==> config.mk <==
export PLATFORM = sky130hd
export DESIGN_NAME = identical_quad_singular_point_map_core
export DESIGN_NICKNAME = d
export VERILOG_FILES = /design/src/hdl/iqspm_pkg.sv /design/src/hdl/identical_quad_singular_point_map_core.sv /design/src/hdl/iqspm_front.sv /design/src/hdl/iqspm_fifo.sv /design/src/hdl/iqspm_back.sv
export SDC_FILE = /design/constraint.sdc
export NUM_CORES = 2
export LEC_CHECK = 0
export BUFFER_PORTS_ARGS = -buffer_cell sky130_fd_sc_hd__buf_2
export CORE_MARGIN = 1
export CORE_UTILIZATION = 44
export CTS_CLUSTER_SIZE = 28
export DETAILED_ROUTE_END_ITERATION = 10
export PLACE_DENSITY = 0.71
export SLEW_MARGIN = 20
export SYNTH_ARGS = -nofsm -noshare
export SYNTH_HDL_FRONTEND = slang
export SYNTH_SLANG_ARGS = --single-unit
==> constraint.sdc <==
create_clock -name i_clk -period 13.05 [get_ports i_clk]
set_clock_uncertainty 0.2 [all_clocks]
set_input_delay 1.305 -clock i_clk [delete_from_list [all_inputs] [get_ports i_clk]]
set_output_delay 1.305 -clock i_clk [all_outputs]
set_load 0.02 [all_outputs]
==> src/hdl/iqspm_pkg.sv <==
`timescale 1ns / 1ps
// ----------------------------------------------------------------------------
// iqspm_pkg
// Shared types and constants of the identical-quad singular point map.
// ----------------------------------------------------------------------------
package iqspm_pkg;

    // result items emitted for every accepted input item
    localparam int RES_PER_ITEM = 8;

    // reflection code bits: bit 1 negates X, bit 0 negates Y
    localparam int REFL_NEG_X_BIT = 1;
    localparam int REFL_NEG_Y_BIT = 0;

    // reflection code of the final result of an item
    localparam logic [1:0] REFL_BOTH = 2'd3;

    // front end sequencer
    typedef enum logic [2:0] {
        FS_IDLE,
        FS_AB,
        FS_WGT1,
        FS_WGT2,
        FS_INNER_C,
        FS_INNER_D
    } t_front_state;

endpackage

==> src/hdl/identical_quad_singular_point_map_core.sv <==
`timescale 1ns / 1ps
// ----------------------------------------------------------------------------
// identical_quad_singular_point_map_core
// Maps one 4-D quadrature point and weight onto eight reflected 6-D points.
// ----------------------------------------------------------------------------
// When the output is never stalled, the back end sends one result a cycle and
// each item gives eight of them; this sets the pace at which items are taken.
// The front end works out each item on its two multipliers and runs ahead of
// the back end through a two-entry queue. Results come with reflection as the
// outer index and pyramid as the inner one; last marks the eighth.
module identical_quad_singular_point_map_core #(
    parameter int COORD_FRAC_BITS  = 16,
    parameter int WEIGHT_FRAC_BITS = 24
) (
    input  logic                              i_clk,
    input  logic                              i_rst_n,
    input  logic                              i_valid,
    output logic                              o_ready,
    input  logic [COORD_FRAC_BITS:0]          i_coord_a,
    input  logic [COORD_FRAC_BITS:0]          i_coord_b,
    input  logic [COORD_FRAC_BITS:0]          i_coord_c,
    input  logic [COORD_FRAC_BITS:0]          i_coord_d,
    input  logic [WEIGHT_FRAC_BITS:0]         i_weight_in,
    output logic                              o_valid,
    input  logic                              i_ready,
    output logic [COORD_FRAC_BITS:0]          o_sum_x,
    output logic [COORD_FRAC_BITS:0]          o_sum_y,
    output logic [COORD_FRAC_BITS:0]          o_inner_u,
    output logic [COORD_FRAC_BITS:0]          o_inner_v,
    output logic signed [COORD_FRAC_BITS+1:0] o_offset_x,
    output logic signed [COORD_FRAC_BITS+1:0] o_offset_y,
    output logic [WEIGHT_FRAC_BITS:0]         o_weight_out,
    output logic                              o_pyramid,
    output logic [1:0]                        o_reflection,
    output logic                              o_last
);

    localparam int REC_W = 6 * (COORD_FRAC_BITS + 1) + 2 * (WEIGHT_FRAC_BITS + 1);

    logic             q_push, q_pop, q_full, q_empty;
    logic [REC_W-1:0] q_wdata, q_rdata;

    iqspm_front #(
        .COORD_FRAC_BITS (COORD_FRAC_BITS),
        .WEIGHT_FRAC_BITS(WEIGHT_FRAC_BITS)
    ) u_front (
        .i_clk      (i_clk),
        .i_rst_n    (i_rst_n),
        .i_valid    (i_valid),
        .o_ready    (o_ready),
        .i_coord_a  (i_coord_a),
        .i_coord_b  (i_coord_b),
        .i_coord_c  (i_coord_c),
        .i_coord_d  (i_coord_d),
        .i_weight_in(i_weight_in),
        .i_q_full   (q_full),
        .o_q_push   (q_push),
        .o_q_data   (q_wdata)
    );

    iqspm_fifo #(
        .WIDTH(REC_W),
        .DEPTH(2)
    ) u_fifo (
        .i_clk  (i_clk),
        .i_rst_n(i_rst_n),
        .i_push (q_push),
        .i_data (q_wdata),
        .o_full (q_full),
        .i_pop  (q_pop),
        .o_empty(q_empty),
        .o_data (q_rdata)
    );

    iqspm_back #(
        .COORD_FRAC_BITS (COORD_FRAC_BITS),
        .WEIGHT_FRAC_BITS(WEIGHT_FRAC_BITS)
    ) u_back (
        .i_clk       (i_clk),
        .i_rst_n     (i_rst_n),
        .i_q_empty   (q_empty),
        .i_q_data    (q_rdata),
        .o_q_pop     (q_pop),
        .o_valid     (o_valid),
        .i_ready     (i_ready),
        .o_sum_x     (o_sum_x),
        .o_sum_y     (o_sum_y),
        .o_inner_u   (o_inner_u),
        .o_inner_v   (o_inner_v),
        .o_offset_x  (o_offset_x),
        .o_offset_y  (o_offset_y),
        .o_weight_out(o_weight_out),
        .o_pyramid   (o_pyramid),
        .o_reflection(o_reflection),
        .o_last      (o_last)
    );

endmodule

==> src/hdl/iqspm_front.sv <==
`timescale 1ns / 1ps
// ----------------------------------------------------------------------------
// iqspm_front
// Accepts an item, saturates it and works out every product that its eight
// results share, on two multipliers over five steps, then queues the record.
// ----------------------------------------------------------------------------
module iqspm_front #(
    parameter int COORD_FRAC_BITS  = 16,
    parameter int WEIGHT_FRAC_BITS = 24
) (
    input  logic                          i_clk,
    input  logic                          i_rst_n,
    input  logic                          i_valid,
    output logic                          o_ready,
    input  logic [COORD_FRAC_BITS:0]      i_coord_a,
    input  logic [COORD_FRAC_BITS:0]      i_coord_b,
    input  logic [COORD_FRAC_BITS:0]      i_coord_c,
    input  logic [COORD_FRAC_BITS:0]      i_coord_d,
    input  logic [WEIGHT_FRAC_BITS:0]     i_weight_in,
    input  logic                          i_q_full,
    output logic                          o_q_push,
    output logic [6*(COORD_FRAC_BITS+1)+2*(WEIGHT_FRAC_BITS+1)-1:0] o_q_data
);

    localparam int CW = COORD_FRAC_BITS + 1;
    localparam int WW = WEIGHT_FRAC_BITS + 1;
    localparam int MW = (WW > CW) ? WW : CW;
    localparam logic [CW-1:0] CONE = CW'(1) << COORD_FRAC_BITS;
    localparam logic [WW-1:0] WONE = WW'(1) << WEIGHT_FRAC_BITS;

    // floor(x*y / 2^COORD_FRAC_BITS) with y <= 1.0, so the result fits x's width
    function automatic logic [MW-1:0] mul_q(input logic [MW-1:0] x,
                                            input logic [CW-1:0] y);
        logic [MW+CW-1:0] prod;
        prod = MW'(x) * y;
        return prod[COORD_FRAC_BITS+MW-1:COORD_FRAC_BITS];
    endfunction

    iqspm_pkg::t_front_state r_state, n_state;

    logic [CW-1:0] r_a, r_b, r_c, r_d;
    logic [WW-1:0] r_w;
    logic [CW-1:0] r_ab;
    logic [MW-1:0] r_aw, r_t0, r_t1;
    logic [WW-1:0] r_wt0, r_wt1;
    logic [CW-1:0] r_cu0, r_cu1;

    logic          accept;
    logic [CW-1:0] one_m_a, one_m_ab;
    logic [MW-1:0] mx_a, mx_b, prod_a, prod_b;
    logic [CW-1:0] my_a, my_b;

    assign one_m_a  = CONE - r_a;
    assign one_m_ab = CONE - r_ab;
    assign accept   = i_valid && o_ready;

    // operand selection for the two shared multipliers
    always_comb begin
        mx_a = MW'(r_a);
        my_a = r_b;
        mx_b = MW'(r_w);
        my_b = r_a;
        unique case (r_state)
            iqspm_pkg::FS_WGT1: begin
                mx_a = r_aw;
                my_a = one_m_ab;
                mx_b = r_aw;
                my_b = one_m_a;
            end
            iqspm_pkg::FS_WGT2: begin
                mx_a = r_t0;
                my_a = one_m_a;
                mx_b = r_t1;
                my_b = one_m_ab;
            end
            iqspm_pkg::FS_INNER_C: begin
                mx_a = MW'(one_m_ab);
                my_a = r_c;
                mx_b = MW'(one_m_a);
                my_b = r_c;
            end
            iqspm_pkg::FS_INNER_D: begin
                mx_a = MW'(one_m_a);
                my_a = r_d;
                mx_b = MW'(one_m_ab);
                my_b = r_d;
            end
            default: begin
            end
        endcase
    end

    assign prod_a = mul_q(mx_a, my_a);
    assign prod_b = mul_q(mx_b, my_b);

    assign o_q_data = {r_a, r_ab, r_cu0, r_cu1, prod_a[CW-1:0], prod_b[CW-1:0], r_wt0, r_wt1};

    always_comb begin
        n_state  = r_state;
        o_q_push = 1'b0;
        o_ready  = 1'b0;
        unique case (r_state)
            iqspm_pkg::FS_IDLE: begin
                o_ready = 1'b1;
                if (i_valid) begin
                    n_state = iqspm_pkg::FS_AB;
                end
            end
            iqspm_pkg::FS_AB:      n_state = iqspm_pkg::FS_WGT1;
            iqspm_pkg::FS_WGT1:    n_state = iqspm_pkg::FS_WGT2;
            iqspm_pkg::FS_WGT2:    n_state = iqspm_pkg::FS_INNER_C;
            iqspm_pkg::FS_INNER_C: n_state = iqspm_pkg::FS_INNER_D;
            iqspm_pkg::FS_INNER_D: begin
                // hold here while the queue is full
                if (!i_q_full) begin
                    o_q_push = 1'b1;
                    o_ready  = 1'b1;
                    n_state  = i_valid ? iqspm_pkg::FS_AB : iqspm_pkg::FS_IDLE;
                end
            end
            default: n_state = iqspm_pkg::FS_IDLE;
        endcase
    end

    always_ff @(posedge i_clk) begin
        if (!i_rst_n) begin
            r_state <= iqspm_pkg::FS_IDLE;
        end else begin
            r_state <= n_state;
        end
    end

    always_ff @(posedge i_clk) begin
        if (accept) begin
            r_a <= (i_coord_a > CONE) ? CONE : i_coord_a;
            r_b <= (i_coord_b > CONE) ? CONE : i_coord_b;
            r_c <= (i_coord_c > CONE) ? CONE : i_coord_c;
            r_d <= (i_coord_d > CONE) ? CONE : i_coord_d;
            r_w <= (i_weight_in > WONE) ? WONE : i_weight_in;
        end
        unique case (r_state)
            iqspm_pkg::FS_AB: begin
                r_ab <= prod_a[CW-1:0];
                r_aw <= prod_b;
            end
            iqspm_pkg::FS_WGT1: begin
                r_t0 <= prod_a;
                r_t1 <= prod_b;
            end
            iqspm_pkg::FS_WGT2: begin
                r_wt0 <= prod_a[WW-1:0];
                r_wt1 <= prod_b[WW-1:0];
            end
            iqspm_pkg::FS_INNER_C: begin
                r_cu0 <= prod_a[CW-1:0];
                r_cu1 <= prod_b[CW-1:0];
            end
            default: begin
            end
        endcase
    end

endmodule

==> src/hdl/iqspm_fifo.sv <==
`timescale 1ns / 1ps
// ----------------------------------------------------------------------------
// iqspm_fifo
// Short first-word-fall-through queue between the front and back ends.
// ----------------------------------------------------------------------------
module iqspm_fifo #(
    parameter int WIDTH = 8,
    parameter int DEPTH = 2
) (
    input  logic             i_clk,
    input  logic             i_rst_n,
    input  logic             i_push,
    input  logic [WIDTH-1:0] i_data,
    output logic             o_full,
    input  logic             i_pop,
    output logic             o_empty,
    output logic [WIDTH-1:0] o_data
);

    localparam int PW = (DEPTH > 1) ? $clog2(DEPTH) : 1;
    localparam int NW = $clog2(DEPTH + 1);

    logic [WIDTH-1:0] r_mem [DEPTH];
    logic [PW-1:0]    r_wr_ptr, r_rd_ptr;
    logic [NW-1:0]    r_count;
    logic             do_push, do_pop;

    assign o_full  = (r_count == NW'(DEPTH));
    assign o_empty = (r_count == '0);
    assign o_data  = r_mem[r_rd_ptr];
    assign do_push = i_push && !o_full;
    assign do_pop  = i_pop && !o_empty;

    function automatic logic [PW-1:0] ptr_inc(input logic [PW-1:0] p);
        return (p == PW'(DEPTH - 1)) ? '0 : p + PW'(1);
    endfunction

    always_ff @(posedge i_clk) begin
        if (!i_rst_n) begin
            r_wr_ptr <= '0;
            r_rd_ptr <= '0;
            r_count  <= '0;
        end else begin
            if (do_push) begin
                r_wr_ptr <= ptr_inc(r_wr_ptr);
            end
            if (do_pop) begin
                r_rd_ptr <= ptr_inc(r_rd_ptr);
            end
            if (do_push && !do_pop) begin
                r_count <= r_count + NW'(1);
            end else if (do_pop && !do_push) begin
                r_count <= r_count - NW'(1);
            end
        end
    end

    always_ff @(posedge i_clk) begin
        if (do_push) begin
            r_mem[r_wr_ptr] <= i_data;
        end
    end

endmodule

==> src/hdl/iqspm_back.sv <==
`timescale 1ns / 1ps
// ----------------------------------------------------------------------------
// iqspm_back
// Takes one queued record and emits its eight reflected results, one a cycle
// while the output is not stalled, through an output register.
// ----------------------------------------------------------------------------
module iqspm_back #(
    parameter int COORD_FRAC_BITS  = 16,
    parameter int WEIGHT_FRAC_BITS = 24
) (
    input  logic                                  i_clk,
    input  logic                                  i_rst_n,
    input  logic                                  i_q_empty,
    input  logic [6*(COORD_FRAC_BITS+1)+2*(WEIGHT_FRAC_BITS+1)-1:0] i_q_data,
    output logic                                  o_q_pop,
    output logic                                  o_valid,
    input  logic                                  i_ready,
    output logic [COORD_FRAC_BITS:0]              o_sum_x,
    output logic [COORD_FRAC_BITS:0]              o_sum_y,
    output logic [COORD_FRAC_BITS:0]              o_inner_u,
    output logic [COORD_FRAC_BITS:0]              o_inner_v,
    output logic signed [COORD_FRAC_BITS+1:0]     o_offset_x,
    output logic signed [COORD_FRAC_BITS+1:0]     o_offset_y,
    output logic [WEIGHT_FRAC_BITS:0]             o_weight_out,
    output logic                                  o_pyramid,
    output logic [1:0]                            o_reflection,
    output logic                                  o_last
);

    localparam int CW = COORD_FRAC_BITS + 1;
    localparam int SW = COORD_FRAC_BITS + 2;
    localparam int WW = WEIGHT_FRAC_BITS + 1;
    localparam int RW = $clog2(iqspm_pkg::RES_PER_ITEM);

    logic [$bits(i_q_data)-1:0] r_rec;
    logic                       r_have;
    logic [RW-1:0]              r_idx;
    logic                       r_valid;

    logic [CW-1:0] q_a, q_ab, q_cu0, q_cu1, q_dv0, q_dv1;
    logic [WW-1:0] q_wt0, q_wt1;
    logic          load, idx_last, pyr, neg_x, neg_y;
    logic [1:0]    refl;
    logic [CW-1:0] px, py, cu, dv;
    logic [SW-1:0] u_full, v_full, sx_full, sy_full, ox_full, oy_full;

    assign {q_a, q_ab, q_cu0, q_cu1, q_dv0, q_dv1, q_wt0, q_wt1} = r_rec;

    // result index: reflection outer, pyramid inner
    assign pyr      = r_idx[0];
    assign refl     = r_idx[RW-1:1];
    assign neg_x    = refl[iqspm_pkg::REFL_NEG_X_BIT];
    assign neg_y    = refl[iqspm_pkg::REFL_NEG_Y_BIT];
    assign idx_last = (r_idx == RW'(iqspm_pkg::RES_PER_ITEM - 1));

    assign px = pyr ? q_a  : q_ab;
    assign py = pyr ? q_ab : q_a;
    assign cu = pyr ? q_cu1 : q_cu0;
    assign dv = pyr ? q_dv1 : q_dv0;

    assign u_full  = (neg_x ? SW'(px) : '0) + SW'(cu);
    assign v_full  = (neg_y ? SW'(py) : '0) + SW'(dv);
    assign sx_full = neg_x ? u_full - SW'(px) : u_full + SW'(px);
    assign sy_full = neg_y ? v_full - SW'(py) : v_full + SW'(py);
    assign ox_full = neg_x ? SW'(0) - SW'(px) : SW'(px);
    assign oy_full = neg_y ? SW'(0) - SW'(py) : SW'(py);

    assign load    = r_have && (!r_valid || i_ready);
    assign o_q_pop = !i_q_empty && (!r_have || (load && idx_last));
    assign o_valid = r_valid;

    always_ff @(posedge i_clk) begin
        if (!i_rst_n) begin
            r_have  <= 1'b0;
            r_idx   <= '0;
            r_valid <= 1'b0;
        end else begin
            if (o_q_pop) begin
                r_have <= 1'b1;
                r_idx  <= '0;
            end else if (load) begin
                // drop the record after its final result
                r_have <= !idx_last;
                r_idx  <= r_idx + RW'(1);
            end
            if (load) begin
                r_valid <= 1'b1;
            end else if (i_ready) begin
                r_valid <= 1'b0;
            end
        end
    end

    always_ff @(posedge i_clk) begin
        if (o_q_pop) begin
            r_rec <= i_q_data;
        end
        if (load) begin
            o_sum_x      <= sx_full[CW-1:0];
            o_sum_y      <= sy_full[CW-1:0];
            o_inner_u    <= u_full[CW-1:0];
            o_inner_v    <= v_full[CW-1:0];
            o_offset_x   <= ox_full;
            o_offset_y   <= oy_full;
            o_weight_out <= pyr ? q_wt1 : q_wt0;
            o_pyramid    <= pyr;
            o_reflection <= refl;
            o_last       <= idx_last;
        end
    end

endmodule

# == Word-level counts from Yosys, hierarchy flattened ==
# Memories as Yosys holds them, arrays and structs flattened. A register that Yosys moved wholly into a read port is not among the register bits.
# Index checks and enable logic that the tools add are counted.
# totals
word_cells,121
ram_bits,304
reg_bits,414
input_bits,97
memories,1
out_inout_bits,135
# op_classes
multipliers,2
eq_ne,9
reduce_logical,24
bitwise_logic,1
magnitude_cmp,5
n_mux,32
add_sub_neg,15
# memory_table
name,depth,width,read_ports,rd_clocked_by_memory_dff,write_ports,line,rtl
u_fifo.r_mem,2,152,1,1,1,iqspm_fifo.sv:23,logic [WIDTH-1:0] r_mem [DEPTH];
# ops
op,n
25-bit one-hot mux with 4 select lines,2
17-bit two-way mux,10
17-bit one-hot mux with 4 select lines,2
25-bit by 17-bit multiplier with 41-bit output,2
17-bit adder,4
17-bit > comparator (second input constant),4
1-bit by 17-bit subtractor with 18-bit output (first input constant),2
17-bit subtractor,2
17-bit subtractor (first input constant),2
25-bit > comparator (second input constant),1
25-bit two-way mux,1
3-bit one-hot mux with 6 select lines,1
1-bit two-way mux,11
3-bit == test (second input constant),3
1-bit logical AND,8
1-bit logical NOT,7
3-bit by 2-bit == test with 1-bit output (second input constant),2
3-bit two-way mux,2
2-bit nonzero test,3
2-bit two-way mux,2
2-bit != test (second input constant),2
3-bit by 1-bit adder with 3-bit output (second input constant),1
3-bit by 1-bit == test with 1-bit output (second input constant),1
3-bit logical NOT,1
other kinds (10),12

# == Logic depth before layout (Yosys ltp) ==
# logic_depth
word_depth,10
depth_mapped,35

# == By module ==
# Synthesis repeated with hierarchy kept, for this count alone.
# unflattened
cells_unflattened,5618
area_unflattened_um2,64106.5
# by_module_without_submodules
module,instances,area_each_um2,cells_per_inst,seq_area_each_um2
iqspm_front,1,38420.6,4083,8137.8
iqspm_back,1,14163.6,1037,8658.3
iqspm_fifo,1,11522.3,498,9228.9

# == Worst setup path before layout ==
# No wires, ideal clock.
# synth_path
kind,register -> register
start,register u_front.r_state[0]
end,memory u_fifo.r_mem[0][0] (netlist bit) (enable)
setup_time_ns,0.684
n_path_buf,5
setup_slack_ns,3.751
arrival_time_ns,8.415
stages_incl_launch_ff,8
path_cell_list,dfxtp_1 > clkbuf_1 > buf_2 > buf_2 > buf_2 > clkbuf_1 > and3_1 > nor2b_1
# synth_via
elab_chain_cells,5
# synth_rtl
item,line,rtl
start: declaration,iqspm_front.sv:39,"iqspm_pkg::t_front_state r_state, n_state;"
start signal: assignment,iqspm_front.sv:127,r_state <= iqspm_pkg::FS_IDLE;
start signal: assignment,iqspm_front.sv:129,r_state <= n_state;
3-bit == test,iqspm_front.sv:102,unique case (r_state)
1-bit two-way mux,iqspm_front.sv:102,
1-bit logical AND,iqspm_fifo.sv:31,assign do_push = i_push && !o_full;
named net u_fifo.do_push,iqspm_fifo.sv:26,"logic do_push, do_pop;"
1-bit two-way mux,iqspm_fifo.sv:59,if (do_push) begin
1-bit two-way mux (not written as such),iqspm_fifo.sv:60,r_mem[r_wr_ptr] <= i_data;
end: declaration,iqspm_fifo.sv:23,
# The timed path passes the listed nets, and every way through them passes these cells.

# == Worst setup path after layout ==
# layout_path
start,register u_front.r_state[2]
end,register u_front.r_wt0[7] (data pin)
# layout_via
elab_chain_cells,3
# layout_rtl
item,line,rtl
3-bit == test / 3-bit by 2-bit == test with 1-bit output (equally long branches),iqspm_front.sv:63,unique case (r_state)
25-bit one-hot mux with 4 select lines / 17-bit one-hot mux with 4 select lines (equally long branches),iqspm_front.sv:63,
25-bit by 17-bit multiplier with 41-bit output (*),iqspm_front.sv:35,prod = MW'(x) * y;
named net q_wdata[74],identical_quad_singular_point_map_core.sv:41,"logic [REC_W-1:0] q_wdata, q_rdata;"
end signal: assignment,iqspm_front.sv:151,r_wt0 <= prod_a[WW-1:0];
end: declaration,iqspm_front.sv:45,"logic [WW-1:0] r_wt0, r_wt1;"
# The timed path passes the listed nets; every way through them passes the cells marked *.
# A chain may end at the register's enable or synchronous reset.

==> impl_metrics.env <==
export IMPL_synth_xor_area_frac=0.0280
export IMPL_yosys_top_cells_count="inv_1, edfxtp_1, nand2_1"
export IMPL_drtAntennaViolNets=0
export IMPL_synth_edf_count=858
export IMPL_fp_coreArea_mm2=0.142
export IMPL_netlist_area_mm2=0.0629
export IMPL_synth_mux_area_fraction=0.0482
export IMPL_top_level_ports=232
export IMPL_dieWidth_um=380
export IMPL_slew_viol_final=0
export IMPL_hp_class="reg2reg"
export IMPL_clk_pin_slew_ns=0.06
export IMPL_cts_made_buffers=92
export IMPL_stdcell_area_mm2=0.0696
export IMPL_final_util=0.491
export IMPL_wirelength_mm=178
export IMPL_highest_layer="met5"
export IMPL_synth_warnings=0
export IMPL_route_met2_wl_mm=80.9
export IMPL_via_per_inst=5.45
export IMPL_cp_start_kind="register"
export IMPL_overflow=0
export IMPL_insertion_delay_ns=0.72
export IMPL_yosysSeqAreaShare=0.413
export IMPL_die_area_mm2=0.144
export IMPL_post_route_period_util=0.813
export IMPL_synth_most_common_cell="inv_1"
export IMPL_cts_resized_gates=0
export IMPL_fmax_mhz=94.2
export IMPL_drt_drc_violations_left=0
export IMPL_dr_pass1_iters=7
export IMPL_synth_simple_area_share=0.112
export IMPL_period_needed_ns=10.62
export IMPL_syn_nets=6587
export IMPL_drt_iter0_drc=4178
export IMPL_cts_root_buf="clkbuf_16"
export IMPL_synth_area_leader_cell="edfxtp_1"
export IMPL_setup_viol=0
export IMPL_cts_tree="yes"
export IMPL_start_util=0.444
export IMPL_wl_per_cell_um=23.1
export IMPL_synth_area_leaders="edfxtp_1, fa_1, ha_1"
export IMPL_grt_start_max_net_pins=80
export IMPL_cts_sinks=870
export IMPL_syn_inst=5513
export IMPL_synth_compound_area_share=0.0548
export IMPL_final_nets=6810
export IMPL_r2r_cells=25
export IMPL_crit_fanout=37
export IMPL_place_hpwl_mm=134
export IMPL_path_class="reg2reg"
export IMPL_critPathCaptureType="register"
export IMPL_hold_slack_ns=0.240
export IMPL_setup_tns_ns=0
export IMPL_place_area_mm2=0.0666
export IMPL_worstPathRequired_ns=13.16
export IMPL_placementRows=138
export IMPL_drive_gt1_frac=0.136
export IMPL_hold_viol_final=0
export IMPL_wl_met1_mm=71.1
export IMPL_grt_pass1_wl_mm=265
export IMPL_status="finished, final reports clean"
export IMPL_antenna_found_initial=4
export IMPL_num_vias=42000
export IMPL_syn_avg_cell_area_um2=11.4
export IMPL_postCtsSetupRepairBufs=0
export IMPL_port_buffer_count=231
export IMPL_die_h_um=380
export IMPL_clk_path_buf_depth=3
export IMPL_yosys_area_top_type_share=0.410
export IMPL_track_usage=0.245
export IMPL_cts_hold_buf=0
export IMPL_rsz0062_at_grt="false"
export IMPL_syn2layout_area_growth_pct=10.7
export IMPL_synthAdderAreaFrac=0.276
export IMPL_place_gp_congestion=1.02
export IMPL_critPathArrivalTime_ns=10.73
export IMPL_synth_seq_cells=870
export IMPL_hold_depth=0
export IMPL_grt_pass1_vias=42400
export IMPL_cap_viol_max_count=0
export IMPL_tightest_slew_ns=1.18
export IMPL_synth_ff_type="edfxtp_1"
export IMPL_synth_top_family_by_area="adder cells"
export IMPL_synth_cell_types=90
export IMPL_dr_wl_met3_mm=16.9
export IMPL_async_reset_ff_frac=0
export IMPL_max_slew_margin=0.208
export IMPL_cts_max_level=3
[cell type report]
cell class,count,area [um2]
sequential,870,26000
fill,12500,72100
clock inverter,67,689
clock buffer,103,2360
multi-input combinational,3538,32900
antenna,1,2.50
timing repair buffer,336,1940
tap,1890,2360
inverter,898,3380
[registers in the layout, indices dropped and copies added, names as in the netlist, 18 cells and up]
| register | count |
|---|---|
| u_back.o_offset_x | 18 |
| u_back.o_offset_y | 18 |
| u_back.o_weight_out | 25 |
| u_back.r_rec | 152 |
| u_fifo.r_mem | 304 |
| u_front.r_aw | 25 |
| u_front.r_t0 | 25 |
| u_front.r_t1 | 25 |
| u_front.r_w | 25 |
| u_front.r_wt0 | 25 |
| u_front.r_wt1 | 25 |
[placed cells by master, fill, tap and decap left out, types with 26 or more instances in the layout]
| master | instances |
|---|---|
| a21oi_1 | 158 |
| xnor2_1 | 120 |
| ha_1 | 291 |
| buf_2 | 231 |
| nor2_1 | 330 |
| nor4_1 | 39 |
| nor3_1 | 68 |
| o21a_1 | 38 |
| a21o_1 | 36 |
| nand2b_1 | 30 |
| mux2_2 | 213 |
| edfxtp_1 | 858 |
| a211oi_1 | 26 |
| o21ai_0 | 101 |
| xor2_1 | 67 |
| and2_1 | 105 |
| fa_1 | 686 |
| clkbuf_16 | 93 |
| nor2b_1 | 147 |
| inv_1 | 894 |
| mux2i_1 | 58 |
| nand2_1 | 701 |
| nand3_1 | 40 |
| buf_4 | 105 |
[per-stage QoR]
| stage | cells | setup slack (ns) |
|---|---|---|
| floorplan | 5513 | 3.75 |
| global placement | 7532 | 2.55 |
| detailed placement | 7532 | 2.35 |
| CTS | 7702 | 2.30 |
| global route | 7702 | 1.94 |
| finish | 7703 | 2.43 |
[critical path, cell delays in order (launching register included)]
cell      delay, ns
dfxtp_1        1.07
nand2b_2       0.84
buf_4          0.42
nand2_2        0.37
nor2_1         0.69
a221o_1        0.65
nor2_1         0.14
fa_1           0.46
fa_1           0.49
inv_1          0.05
fa_1           0.52
inv_1          0.05
fa_1           0.45
fa_1           0.49
inv_1          0.05
fa_1           0.47
inv_1          0.05
ha_1           0.29
nand2_1        0.07
nor3_1         0.18
a211oi_2       0.19
o21ai_0        0.39
nand2_1        0.15
a21oi_1        0.38
o21bai_1       0.15
xnor2_1        0.93
[kinds of logic after synthesis]
kind of cell / after synthesis
AO/OA/AOI/OAI: 536
XOR/XNOR: 195
buffers and inverters: 1105
flip-flops: 870
multiplexers: 274
AND/OR/NAND/NOR: 1556
adder cells (fa/ha/maj): 977
[path summary, 6_finish.rpt]
| check | start | end | slack, ns |
|---|---|---|---|
| worst max-delay path | u_front.r_state[2]$_SDFFE_PN0P_ | u_front.r_wt0[7]$_DFFE_PN_ | 2.43 |
| worst min-delay path | u_front.r_wt0[12]$_DFFE_PN_ | u_fifo.r_mem[0][37]$_DFFE_PP_ | 0.24 |
| worst max register to register | u_front.r_state[2]$_SDFFE_PN0P_ | u_front.r_wt0[7]$_DFFE_PN_ | 2.43 |
| worst min register to register | u_front.r_wt0[12]$_DFFE_PN_ | u_fifo.r_mem[0][37]$_DFFE_PP_ | 0.24 |
[metal layers]
| layer | vias to the layer above | GRT usage |
|---|---|---|
| met2 | 2040 | 0.386 |
| met5 | - | 0 |
| li1 | 18500 | - |
| met1 | 21000 | 0.327 |
| met4 | 2 | 0.110 |
| met3 | 442 | 0.0499 |
Power is left out: the tool's default activity adds up to more than one toggle a clock period on the data nets, which glitch-free logic cannot reach.
